`src/hdl/lsch_pkg.sv`:
```
// Shared widths, codes and types of the lottery scheduler.
package lsch_pkg;

    localparam int FUNC_W    = 2;
    localparam int TICKET_W  = 16;
    localparam int RANDOM_W  = 32;
    localparam int PINDEX_W  = 5;
    localparam int STATUS_W  = 2;
    localparam int WINNER_W  = 5;
    localparam int WTICKET_W = 20;
    localparam int WINCNT_W  = 16;

    localparam logic [FUNC_W-1:0] FUNC_ADD  = 2'd0;
    localparam logic [FUNC_W-1:0] FUNC_DRAW = 2'd1;
    localparam logic [FUNC_W-1:0] FUNC_READ = 2'd2;

    localparam logic [STATUS_W-1:0] ST_OK         = 2'd0;
    localparam logic [STATUS_W-1:0] ST_FULL       = 2'd1;
    localparam logic [STATUS_W-1:0] ST_NO_TICKETS = 2'd2;
    localparam logic [STATUS_W-1:0] ST_BAD_INDEX  = 2'd3;

    localparam logic [WINCNT_W-1:0] WIN_MAX = 16'hFFFF;

    typedef struct packed {
        logic valid;
        logic draw;
        logic done;
    } tok_ctl_t;

endpackage

```
`src/hdl/lsch_rem.sv`:
```
// Restoring remainder unit that retires one dividend bit per cycle.
module lsch_rem #(
    parameter int DVD_W = 32,
    parameter int DIV_W = 20
) (
    input  logic             aclk,
    input  logic             aresetn,
    input  logic             start,
    input  logic [DVD_W-1:0] dividend,
    input  logic [DIV_W-1:0] divisor,
    output logic             done,
    output logic [DIV_W-1:0] remainder
);

    localparam int CNT_W = $clog2(DVD_W + 1);

    logic             busy_reg, busy_next;
    logic             done_reg, done_next;
    logic [CNT_W-1:0] cnt_reg, cnt_next;
    logic [DVD_W-1:0] dvd_reg, dvd_next;
    logic [DIV_W-1:0] div_reg, div_next;
    logic [DIV_W-1:0] rem_reg, rem_next;
    logic [DIV_W:0]   trial;

    always_comb begin
        busy_next = busy_reg;
        done_next = 1'b0;
        cnt_next  = cnt_reg;
        dvd_next  = dvd_reg;
        div_next  = div_reg;
        rem_next  = rem_reg;
        trial     = {rem_reg, dvd_reg[DVD_W-1]};
        if (start) begin
            busy_next = 1'b1;
            cnt_next  = CNT_W'(DVD_W);
            dvd_next  = dividend;
            div_next  = divisor;
            rem_next  = '0;
        end else if (busy_reg) begin
            dvd_next = {dvd_reg[DVD_W-2:0], 1'b0};
            if (trial >= {1'b0, div_reg}) begin
                rem_next = DIV_W'(trial - {1'b0, div_reg});
            end else begin
                rem_next = trial[DIV_W-1:0];
            end
            cnt_next = cnt_reg - 1'b1;
            if (cnt_reg == CNT_W'(1)) begin
                busy_next = 1'b0;
                done_next = 1'b1;
            end
        end
    end

    always_ff @(posedge aclk) begin
        if (!aresetn) begin
            busy_reg <= 1'b0;
            done_reg <= 1'b0;
        end else begin
            busy_reg <= busy_next;
            done_reg <= done_next;
        end
        cnt_reg <= cnt_next;
        dvd_reg <= dvd_next;
        div_reg <= div_next;
        rem_reg <= rem_next;
    end

    assign done      = done_reg;
    assign remainder = rem_reg;

endmodule

```
`src/hdl/lsch_cell.sv`:
```
// One process slot: ticket count, win counter and one stage of the scan chain.
module lsch_cell #(
    parameter int TOTAL_W  = 20,
    parameter int IDX_W    = 5,
    parameter int CELL_NUM = 1
) (
    input  logic                          aclk,
    input  logic                          aresetn,
    input  logic                          wr_en,
    input  logic [IDX_W-1:0]              wr_addr,
    input  logic [lsch_pkg::TICKET_W-1:0] wr_data,
    input  lsch_pkg::tok_ctl_t            ctl_i,
    input  logic [TOTAL_W-1:0]            remain_i,
    input  logic [IDX_W-1:0]              idx_i,
    input  logic [lsch_pkg::WINCNT_W-1:0] win_i,
    output lsch_pkg::tok_ctl_t            ctl_o,
    output logic [TOTAL_W-1:0]            remain_o,
    output logic [IDX_W-1:0]              idx_o,
    output logic [lsch_pkg::WINCNT_W-1:0] win_o
);

    localparam logic [IDX_W-1:0] OWN_IDX  = IDX_W'(CELL_NUM);
    localparam logic [IDX_W-1:0] OWN_SLOT = IDX_W'(CELL_NUM - 1);

    logic [lsch_pkg::TICKET_W-1:0] tix_reg, tix_next;
    logic [lsch_pkg::WINCNT_W-1:0] cnt_reg, cnt_next;
    lsch_pkg::tok_ctl_t            ctl_reg, ctl_next;
    logic [TOTAL_W-1:0]            remain_reg, remain_next;
    logic [IDX_W-1:0]              idx_reg, idx_next;
    logic [lsch_pkg::WINCNT_W-1:0] win_reg, win_next;
    logic [TOTAL_W-1:0]            tix_ext;

    assign tix_ext = TOTAL_W'(tix_reg);

    always_comb begin
        tix_next    = tix_reg;
        cnt_next    = cnt_reg;
        ctl_next    = ctl_i;
        remain_next = remain_i;
        idx_next    = idx_i;
        win_next    = win_i;
        if (wr_en && (wr_addr == OWN_SLOT)) begin
            tix_next = wr_data;
        end
        if (ctl_i.valid && !ctl_i.done) begin
            if (ctl_i.draw) begin
                if (remain_i < tix_ext) begin
                    if (cnt_reg != lsch_pkg::WIN_MAX) begin
                        cnt_next = cnt_reg + 1'b1;
                    end
                    ctl_next.done = 1'b1;
                    idx_next      = OWN_IDX;
                    win_next      = cnt_next;
                end else begin
                    remain_next = remain_i - tix_ext;
                end
            end else if (idx_i == OWN_IDX) begin
                ctl_next.done = 1'b1;
                win_next      = cnt_reg;
            end
        end
    end

    always_ff @(posedge aclk) begin
        if (!aresetn) begin
            cnt_reg <= '0;
            ctl_reg <= '0;
        end else begin
            cnt_reg <= cnt_next;
            ctl_reg <= ctl_next;
        end
        tix_reg    <= tix_next;
        remain_reg <= remain_next;
        idx_reg    <= idx_next;
        win_reg    <= win_next;
    end

    assign ctl_o    = ctl_reg;
    assign remain_o = remain_reg;
    assign idx_o    = idx_reg;
    assign win_o    = win_reg;

endmodule

```
`src/hdl/lottery_scheduler.sv`:
```
// Top level of the lottery scheduler.
//
//   Channel  Direction  Handshake         Carries
//   s_       in         s_valid/s_ready   func, ticket_count, random_value, process_index
//   m_       out        m_valid/m_ready   status, winner, draw_ticket, win_count
//
// An add or a rejected item goes from idle straight to the done state. A read launches a token
// that walks the chain through one register stage per cell. A draw first runs the remainder
// unit, which retires one bit of the random word per cycle, and then walks the chain the same way.
// Reset is synchronous and active low; it clears the table size, total and win counters.
// A new item is taken while the previous result still waits on m_ready.
module lottery_scheduler #(
    parameter int MAX_PROCS = 16
) (
    input  logic                           aclk,
    input  logic                           aresetn,
    input  logic                           s_valid,
    output logic                           s_ready,
    input  logic [lsch_pkg::FUNC_W-1:0]    s_func,
    input  logic [lsch_pkg::TICKET_W-1:0]  s_ticket_count,
    input  logic [lsch_pkg::RANDOM_W-1:0]  s_random_value,
    input  logic [lsch_pkg::PINDEX_W-1:0]  s_process_index,
    output logic                           m_valid,
    input  logic                           m_ready,
    output logic [lsch_pkg::STATUS_W-1:0]  m_status,
    output logic [lsch_pkg::WINNER_W-1:0]  m_winner,
    output logic [lsch_pkg::WTICKET_W-1:0] m_draw_ticket,
    output logic [lsch_pkg::WINCNT_W-1:0]  m_win_count
);

    localparam int IDX_W   = $clog2(MAX_PROCS + 1);
    localparam int TOTAL_W = lsch_pkg::TICKET_W + $clog2(MAX_PROCS);
    localparam int CMP_W   = (IDX_W > lsch_pkg::PINDEX_W) ? IDX_W : lsch_pkg::PINDEX_W;
    localparam int WHO_W   = (IDX_W > lsch_pkg::WINNER_W) ? IDX_W : lsch_pkg::WINNER_W;
    localparam int TK_W    = (TOTAL_W > lsch_pkg::WTICKET_W) ? TOTAL_W : lsch_pkg::WTICKET_W;
    localparam logic [IDX_W-1:0] CNT_MAX = IDX_W'(MAX_PROCS);

    typedef enum logic [3:0] {
        S_IDLE = 4'b0001,
        S_DIV  = 4'b0010,
        S_SCAN = 4'b0100,
        S_DONE = 4'b1000
    } state_t;

    state_t                         state_reg, state_next;
    logic [IDX_W-1:0]               count_reg, count_next;
    logic [TOTAL_W-1:0]             total_reg, total_next;
    lsch_pkg::tok_ctl_t             launch_ctl_reg, launch_ctl_next;
    logic [TOTAL_W-1:0]             launch_remain_reg, launch_remain_next;
    logic [IDX_W-1:0]               launch_idx_reg, launch_idx_next;
    logic [lsch_pkg::STATUS_W-1:0]  res_status_reg, res_status_next;
    logic [lsch_pkg::WINNER_W-1:0]  res_winner_reg, res_winner_next;
    logic [lsch_pkg::WTICKET_W-1:0] res_ticket_reg, res_ticket_next;
    logic [lsch_pkg::WINCNT_W-1:0]  res_win_reg, res_win_next;
    logic                           m_valid_reg, m_valid_next;
    logic [lsch_pkg::STATUS_W-1:0]  m_status_reg, m_status_next;
    logic [lsch_pkg::WINNER_W-1:0]  m_winner_reg, m_winner_next;
    logic [lsch_pkg::WTICKET_W-1:0] m_ticket_reg, m_ticket_next;
    logic [lsch_pkg::WINCNT_W-1:0]  m_win_reg, m_win_next;

    logic               s_fire;
    logic               wr_en;
    logic               div_start;
    logic               div_done;
    logic [TOTAL_W-1:0] div_rem;
    logic               bad_index;
    logic [TK_W-1:0]    tk_ext;
    logic [WHO_W-1:0]   who_ext;

    lsch_pkg::tok_ctl_t            ctl_chain    [MAX_PROCS+1];
    logic [TOTAL_W-1:0]            remain_chain [MAX_PROCS+1];
    logic [IDX_W-1:0]              idx_chain    [MAX_PROCS+1];
    logic [lsch_pkg::WINCNT_W-1:0] win_chain    [MAX_PROCS+1];

    assign s_ready = (state_reg == S_IDLE);
    assign s_fire  = s_valid && s_ready;

    assign bad_index = (s_process_index == '0) ||
                       (CMP_W'(s_process_index) > CMP_W'(count_reg));
    assign tk_ext    = TK_W'(div_rem);
    assign who_ext   = WHO_W'(idx_chain[MAX_PROCS]);

    lsch_rem #(
        .DVD_W (lsch_pkg::RANDOM_W),
        .DIV_W (TOTAL_W)
    ) u_rem (
        .aclk      (aclk),
        .aresetn   (aresetn),
        .start     (div_start),
        .dividend  (s_random_value),
        .divisor   (total_reg),
        .done      (div_done),
        .remainder (div_rem)
    );

    assign ctl_chain[0]    = launch_ctl_reg;
    assign remain_chain[0] = launch_remain_reg;
    assign idx_chain[0]    = launch_idx_reg;
    assign win_chain[0]    = '0;

    for (genvar gi = 0; gi < MAX_PROCS; gi++) begin : g_cell
        lsch_cell #(
            .TOTAL_W  (TOTAL_W),
            .IDX_W    (IDX_W),
            .CELL_NUM (gi + 1)
        ) u_cell (
            .aclk     (aclk),
            .aresetn  (aresetn),
            .wr_en    (wr_en),
            .wr_addr  (count_reg),
            .wr_data  (s_ticket_count),
            .ctl_i    (ctl_chain[gi]),
            .remain_i (remain_chain[gi]),
            .idx_i    (idx_chain[gi]),
            .win_i    (win_chain[gi]),
            .ctl_o    (ctl_chain[gi+1]),
            .remain_o (remain_chain[gi+1]),
            .idx_o    (idx_chain[gi+1]),
            .win_o    (win_chain[gi+1])
        );
    end

    always_comb begin
        state_next         = state_reg;
        count_next         = count_reg;
        total_next         = total_reg;
        launch_ctl_next    = '0;
        launch_remain_next = launch_remain_reg;
        launch_idx_next    = launch_idx_reg;
        res_status_next    = res_status_reg;
        res_winner_next    = res_winner_reg;
        res_ticket_next    = res_ticket_reg;
        res_win_next       = res_win_reg;
        m_valid_next       = m_valid_reg;
        m_status_next      = m_status_reg;
        m_winner_next      = m_winner_reg;
        m_ticket_next      = m_ticket_reg;
        m_win_next         = m_win_reg;
        wr_en              = 1'b0;
        div_start          = 1'b0;

        if (m_valid_reg && m_ready) begin
            m_valid_next = 1'b0;
        end

        unique case (state_reg)
            S_IDLE: begin
                if (s_fire) begin
                    res_status_next = lsch_pkg::ST_OK;
                    res_winner_next = '0;
                    res_ticket_next = '0;
                    res_win_next    = '0;
                    state_next      = S_DONE;
                    unique case (s_func)
                        lsch_pkg::FUNC_ADD: begin
                            if (count_reg == CNT_MAX) begin
                                res_status_next = lsch_pkg::ST_FULL;
                            end else begin
                                wr_en      = 1'b1;
                                count_next = count_reg + 1'b1;
                                total_next = total_reg + TOTAL_W'(s_ticket_count);
                            end
                        end
                        lsch_pkg::FUNC_DRAW: begin
                            if (total_reg == '0) begin
                                res_status_next = lsch_pkg::ST_NO_TICKETS;
                            end else begin
                                div_start  = 1'b1;
                                state_next = S_DIV;
                            end
                        end
                        lsch_pkg::FUNC_READ: begin
                            if (bad_index) begin
                                res_status_next = lsch_pkg::ST_BAD_INDEX;
                            end else begin
                                launch_ctl_next.valid = 1'b1;
                                launch_remain_next    = '0;
                                launch_idx_next       = IDX_W'(s_process_index);
                                state_next            = S_SCAN;
                            end
                        end
                        default: begin
                            res_status_next = lsch_pkg::ST_BAD_INDEX;
                        end
                    endcase
                end
            end
            S_DIV: begin
                if (div_done) begin
                    launch_ctl_next.valid = 1'b1;
                    launch_ctl_next.draw  = 1'b1;
                    launch_remain_next    = div_rem;
                    launch_idx_next       = '0;
                    res_ticket_next       = tk_ext[lsch_pkg::WTICKET_W-1:0];
                    state_next            = S_SCAN;
                end
            end
            S_SCAN: begin
                if (ctl_chain[MAX_PROCS].valid) begin
                    state_next = S_DONE;
                    if (!ctl_chain[MAX_PROCS].done) begin
                        res_status_next = lsch_pkg::ST_NO_TICKETS;
                        res_winner_next = '0;
                        res_ticket_next = '0;
                        res_win_next    = '0;
                    end else if (ctl_chain[MAX_PROCS].draw) begin
                        res_status_next = lsch_pkg::ST_OK;
                        res_winner_next = who_ext[lsch_pkg::WINNER_W-1:0];
                        res_win_next    = win_chain[MAX_PROCS];
                    end else begin
                        res_status_next = lsch_pkg::ST_OK;
                        res_winner_next = '0;
                        res_ticket_next = '0;
                        res_win_next    = win_chain[MAX_PROCS];
                    end
                end
            end
            S_DONE: begin
                if (!m_valid_reg || m_ready) begin
                    m_valid_next  = 1'b1;
                    m_status_next = res_status_reg;
                    m_winner_next = res_winner_reg;
                    m_ticket_next = res_ticket_reg;
                    m_win_next    = res_win_reg;
                    state_next    = S_IDLE;
                end
            end
            default: begin
                state_next = S_IDLE;
            end
        endcase
    end

    always_ff @(posedge aclk) begin
        if (!aresetn) begin
            state_reg      <= S_IDLE;
            count_reg      <= '0;
            total_reg      <= '0;
            launch_ctl_reg <= '0;
            m_valid_reg    <= 1'b0;
        end else begin
            state_reg      <= state_next;
            count_reg      <= count_next;
            total_reg      <= total_next;
            launch_ctl_reg <= launch_ctl_next;
            m_valid_reg    <= m_valid_next;
        end
        launch_remain_reg <= launch_remain_next;
        launch_idx_reg    <= launch_idx_next;
        res_status_reg    <= res_status_next;
        res_winner_reg    <= res_winner_next;
        res_ticket_reg    <= res_ticket_next;
        res_win_reg       <= res_win_next;
        m_status_reg      <= m_status_next;
        m_winner_reg      <= m_winner_next;
        m_ticket_reg      <= m_ticket_next;
        m_win_reg         <= m_win_next;
    end

    assign m_valid       = m_valid_reg;
    assign m_status      = m_status_reg;
    assign m_winner      = m_winner_reg;
    assign m_draw_ticket = m_ticket_reg;
    assign m_win_count   = m_win_reg;

endmodule

```
`config.mk`:
```
export PLATFORM = sky130hd
export DESIGN_NAME = lottery_scheduler
export DESIGN_NICKNAME = d
export VERILOG_FILES = /design/src/hdl/lsch_pkg.sv /design/src/hdl/lsch_rem.sv /design/src/hdl/lsch_cell.sv /design/src/hdl/lottery_scheduler.sv
export SDC_FILE = /design/constraint.sdc
export NUM_CORES = 2
export LEC_CHECK = 0
export BUFFER_PORTS_ARGS = -buffer_cell sky130_fd_sc_hd__buf_2
export CORE_UTILIZATION = 50
export DETAILED_ROUTE_END_ITERATION = 12
export PLACE_DENSITY = 0.67
export SYNTH_ARGS = -nofsm -noshare
export SYNTH_HDL_FRONTEND = slang
export SYNTH_SLANG_ARGS = --single-unit
export TNS_END_PERCENT = 30
```
`constraint.sdc`:
```
create_clock -name aclk -period 5 [get_ports aclk]
set_input_delay 0.25 -clock aclk [delete_from_list [all_inputs] [get_ports aclk]]
set_output_delay 0.25 -clock aclk [all_outputs]
set_load 0.1 [all_outputs]
```
==> results.ini <==
[place]
port_buffers=103
hpwl_um=122600
place_congestion=0.8887
dp.cells=9240
post-place-ws_ps=1181

[critical_path]
worstPathMaxFanout=17
timing.rr.start=g_cell[1].u_cell.remain_o[0]$_DFF_P_
worst_setup_path_end_kind=flip-flop
worstPathRequired_ps=5650
critPathArrivalTime_ps=4510
reg2reg_setup_slack_ps=1140
ff2ff_path_depth=12
worstReg2RegEnd=g_cell[2].u_cell.remain_o[4]$_DFF_P_
critical_path_class=reg2reg
critical_path.startpoint_type=flip-flop

[detailed_routing]
vias=55290
wl_per_cell_um=18.29
first_pass_iters=8
drc=0
viasPerCell=5.782
first_iter_violations=4237
wirelength_um=174900
antenna_left=0

[grt]
grt_pass1_vias=52900
grt_pass1_wl_um=278300
antenna_found_initial=4
grt-ovfl-total=0
grt_start_max_net_pins=122
grt_usage_pct=24.41

[synth]
synth_area_leaders=dfxtp_1 29%, edfxtp_1 18%, ha_1 5.8%, nand2_1 4.7%, o21ai_0 4.3%
yosysMostFrequentCell=dfxtp_1
ys_types=93
synth_common_cells=1000 x dfxtp_1, 863 x nand2_1, 594 x o21ai_0, 528 x nor2_1, 481 x a21oi_1
yosysSeqAreaShare_pct=47.03
async_flop_share_pct=0
syn_avg_cell_area_um2=9.154
yosys_register_bits=1419
syn_area_um2=69320
syn_nets=7971
synth_top_area_cell=dfxtp_1
synthCells=7572
synth_ff_type=dfxtp_1
synth_edf_count=419
yosys.area.top_type_share_pct=28.88
ys_warn_count=0

[floorplanning]
core_area_um2=137500
io_pins=104
start_util_pct=50.41
die_h_um=374.3
row_count=136
die_w_um=374.3
dieArea_um2=140100

[timing]
tns_ps=0
timing.hold.ws_ps=34.47
fmax_mhz=259.3
skew_ps=36.27
fin_crit_ps=3857
hold_viol=0
setup_viol=0
slew_viol_final=0
relSlewSlack_pct=5.352
max_slew.worst_pin.slew_ps=1409
finalCritPeriodShare_pct=77.14
grt_setup_unrepaired=no
setup_ws_ps=1143

[pwr]
power_frac_seq_pct=48.1
combPwrFrac_pct=7.4
p_clk_share_pct=44.5
p_per_area_nw_per_um2=333.4
sw_frac_of_total_pct=23.71
power_leakage_nw=30.87
p_sw_mw=6.105
peakVddDrop_v=0.0003773
power.internal_mw=19.64

[finish]
layout-drive-gt1-share_pct=7.093
nFillCells=12140
layout.cells.non_filler=9562
antennaDiodeCount=0
syn2layout_area_growth_pct=11.40
largest_reg_flops=300
final_core_util_pct=56.16
final_nets=8042

[min_path]
min_to=g_cell[0].u_cell.tix_reg[1]$_DFFE_PP_
min_from=s_ticket_count[1]
hold_path.class=in2reg
worst_hold_path.num_cells=1

[clock_network]
cts_buffers=152
clk_path_buf_depth=3
cts_htree_levels=4
cts.sinks=1419
cts-root-buf=clkbuf_16
cts.clk_slew.worst_paths_ps=60
clkLatencyLatePin_ps=770
cts_tree=yes
cts_resized=0

[run]
cap_violations=0

[outcome]
outcome=finished clean

routing by layer:
| metal | share of wire (%) | track usage (%) | vias to the layer above | routed length [um] |
|---|---|---|---|---|
| met1 | 42 | 30.49 | 26170 | 74300 |
| met2 | 49 | 42.56 | 1556 | 85220 |
| met5 | 0 | 0 | - | 0 |
| met4 | 3.6 | 9.612 | 0 | 6364 |
| li1 | - | - | 27230 | - |
| met3 | 5.1 | 3.149 | 337 | 8992 |
cell usage in the layout, fill, tap and decap left out, drive strengths merged, types with 32 or more instances in the layout:
cell and n:
a211oi 47, a21o 131, a21oi 481, a221o 43, a22o 32, a22oi 38, a31oi 65, and2 144
and3 102, buf 178, clkbuf 215, clkinv 42, dfxtp 1000, dlygate4sd3 43, edfxtp 419, ha 323
inv 433, mux2 46, mux2i 43, nand2 863, nand2b 119, nand3 228, nand4 79, nor2 528
nor2b 77, nor3 186, nor4 58, o211ai 47, o21a 99, o21ai 603, o22ai 57, o31ai 33
or3 125, xnor2 198, xor2 190
logic make-up (layout without fill, tap and decap cells):
group	after synthesis	in the layout	share of synthesized area (%)
adder cells (fa/ha/maj)	340	340	6.321
multiplexers	89	89	1.368
flip-flops	1419	1419	47.03
XOR/XNOR	388	388	4.903
AO/OA/AOI/OAI	1953	1953	17.81
buffers and inverters	730	926	3.986
AND/OR/NAND/NOR	2653	2653	18.58
stage by stage:
step / power (mW) / instance area [um2]
final: 25.75 / 77220
after global routing: 26.64 / 77220
after CTS: 25.96 / 77220
after detailed placement: 14.47 / 71630
after global placement: 14.44 / 71630
after floorplan: 13.93 / 69330
worst max path at each step:
stage | start | end | slack, ps
2_1_floorplan | state_reg[1]$_SDFFE_PN0P_ | launch_idx_reg[0]$_SDFFCE_PN0P_ | 240
3_3_place_gp | g_cell[1].u_cell.remain_o[0]$_DFF_P_ | g_cell[2].u_cell.cnt_reg[3]$_SDFFE_PN0P_ | 1220
3_5_place_dp | g_cell[1].u_cell.remain_o[0]$_DFF_P_ | g_cell[2].u_cell.remain_o[4]$_DFF_P_ | 1180
4_1_cts | g_cell[1].u_cell.remain_o[0]$_DFF_P_ | g_cell[2].u_cell.remain_o[4]$_DFF_P_ | 1130
5_1_grt | g_cell[1].u_cell.remain_o[0]$_DFF_P_ | g_cell[2].u_cell.cnt_reg[3]$_SDFFE_PN0P_ | 880
6_report | g_cell[1].u_cell.remain_o[0]$_DFF_P_ | g_cell[2].u_cell.remain_o[4]$_DFF_P_ | 1140
power by group through the flow:
stage                     clock [mW]  combinational (mW)  sequential, mW
after global placement             0                1.82            12.6
after CTS                       11.7                1.89            12.4
after floorplan                    0                1.22            12.7
after global routing            12.1                2.09            12.4
final                           11.5                1.91            12.4
after detailed placement           0                1.85            12.6
worst max-delay path, stage by stage (launching register included):
cell and delay (ps):
dfxtp_1 320, inv_1 60, ha_1 190, fa_1 240, nor2b_1 80, o31ai_1 360
a21boi_0 260, o21bai_1 560, nand3_1 470, nand2_1 690, buf_4 270, a211oi_1 50
a21o_1 160
area by class of cell:
type                    count  area (um2)  share of cell area, %
well taps                1794        2245                  2.907
repair buffers            221        1536                  1.990
clock inverters            64       663.1                 0.8588
flip-flops and latches   1419       32600                  42.22
inverters                 426        1607                  2.081
multi-input cells        5423       34070                  44.13
clock buffers             215        4493                  5.819
repair_timing:
action / in CTS / in global routing
setup buffers: 0 / 0
endpoints found under the hold margin: 49 / 0
hold buffers: 43 / 0
Note: power is estimated with default switching activity, not from simulation.
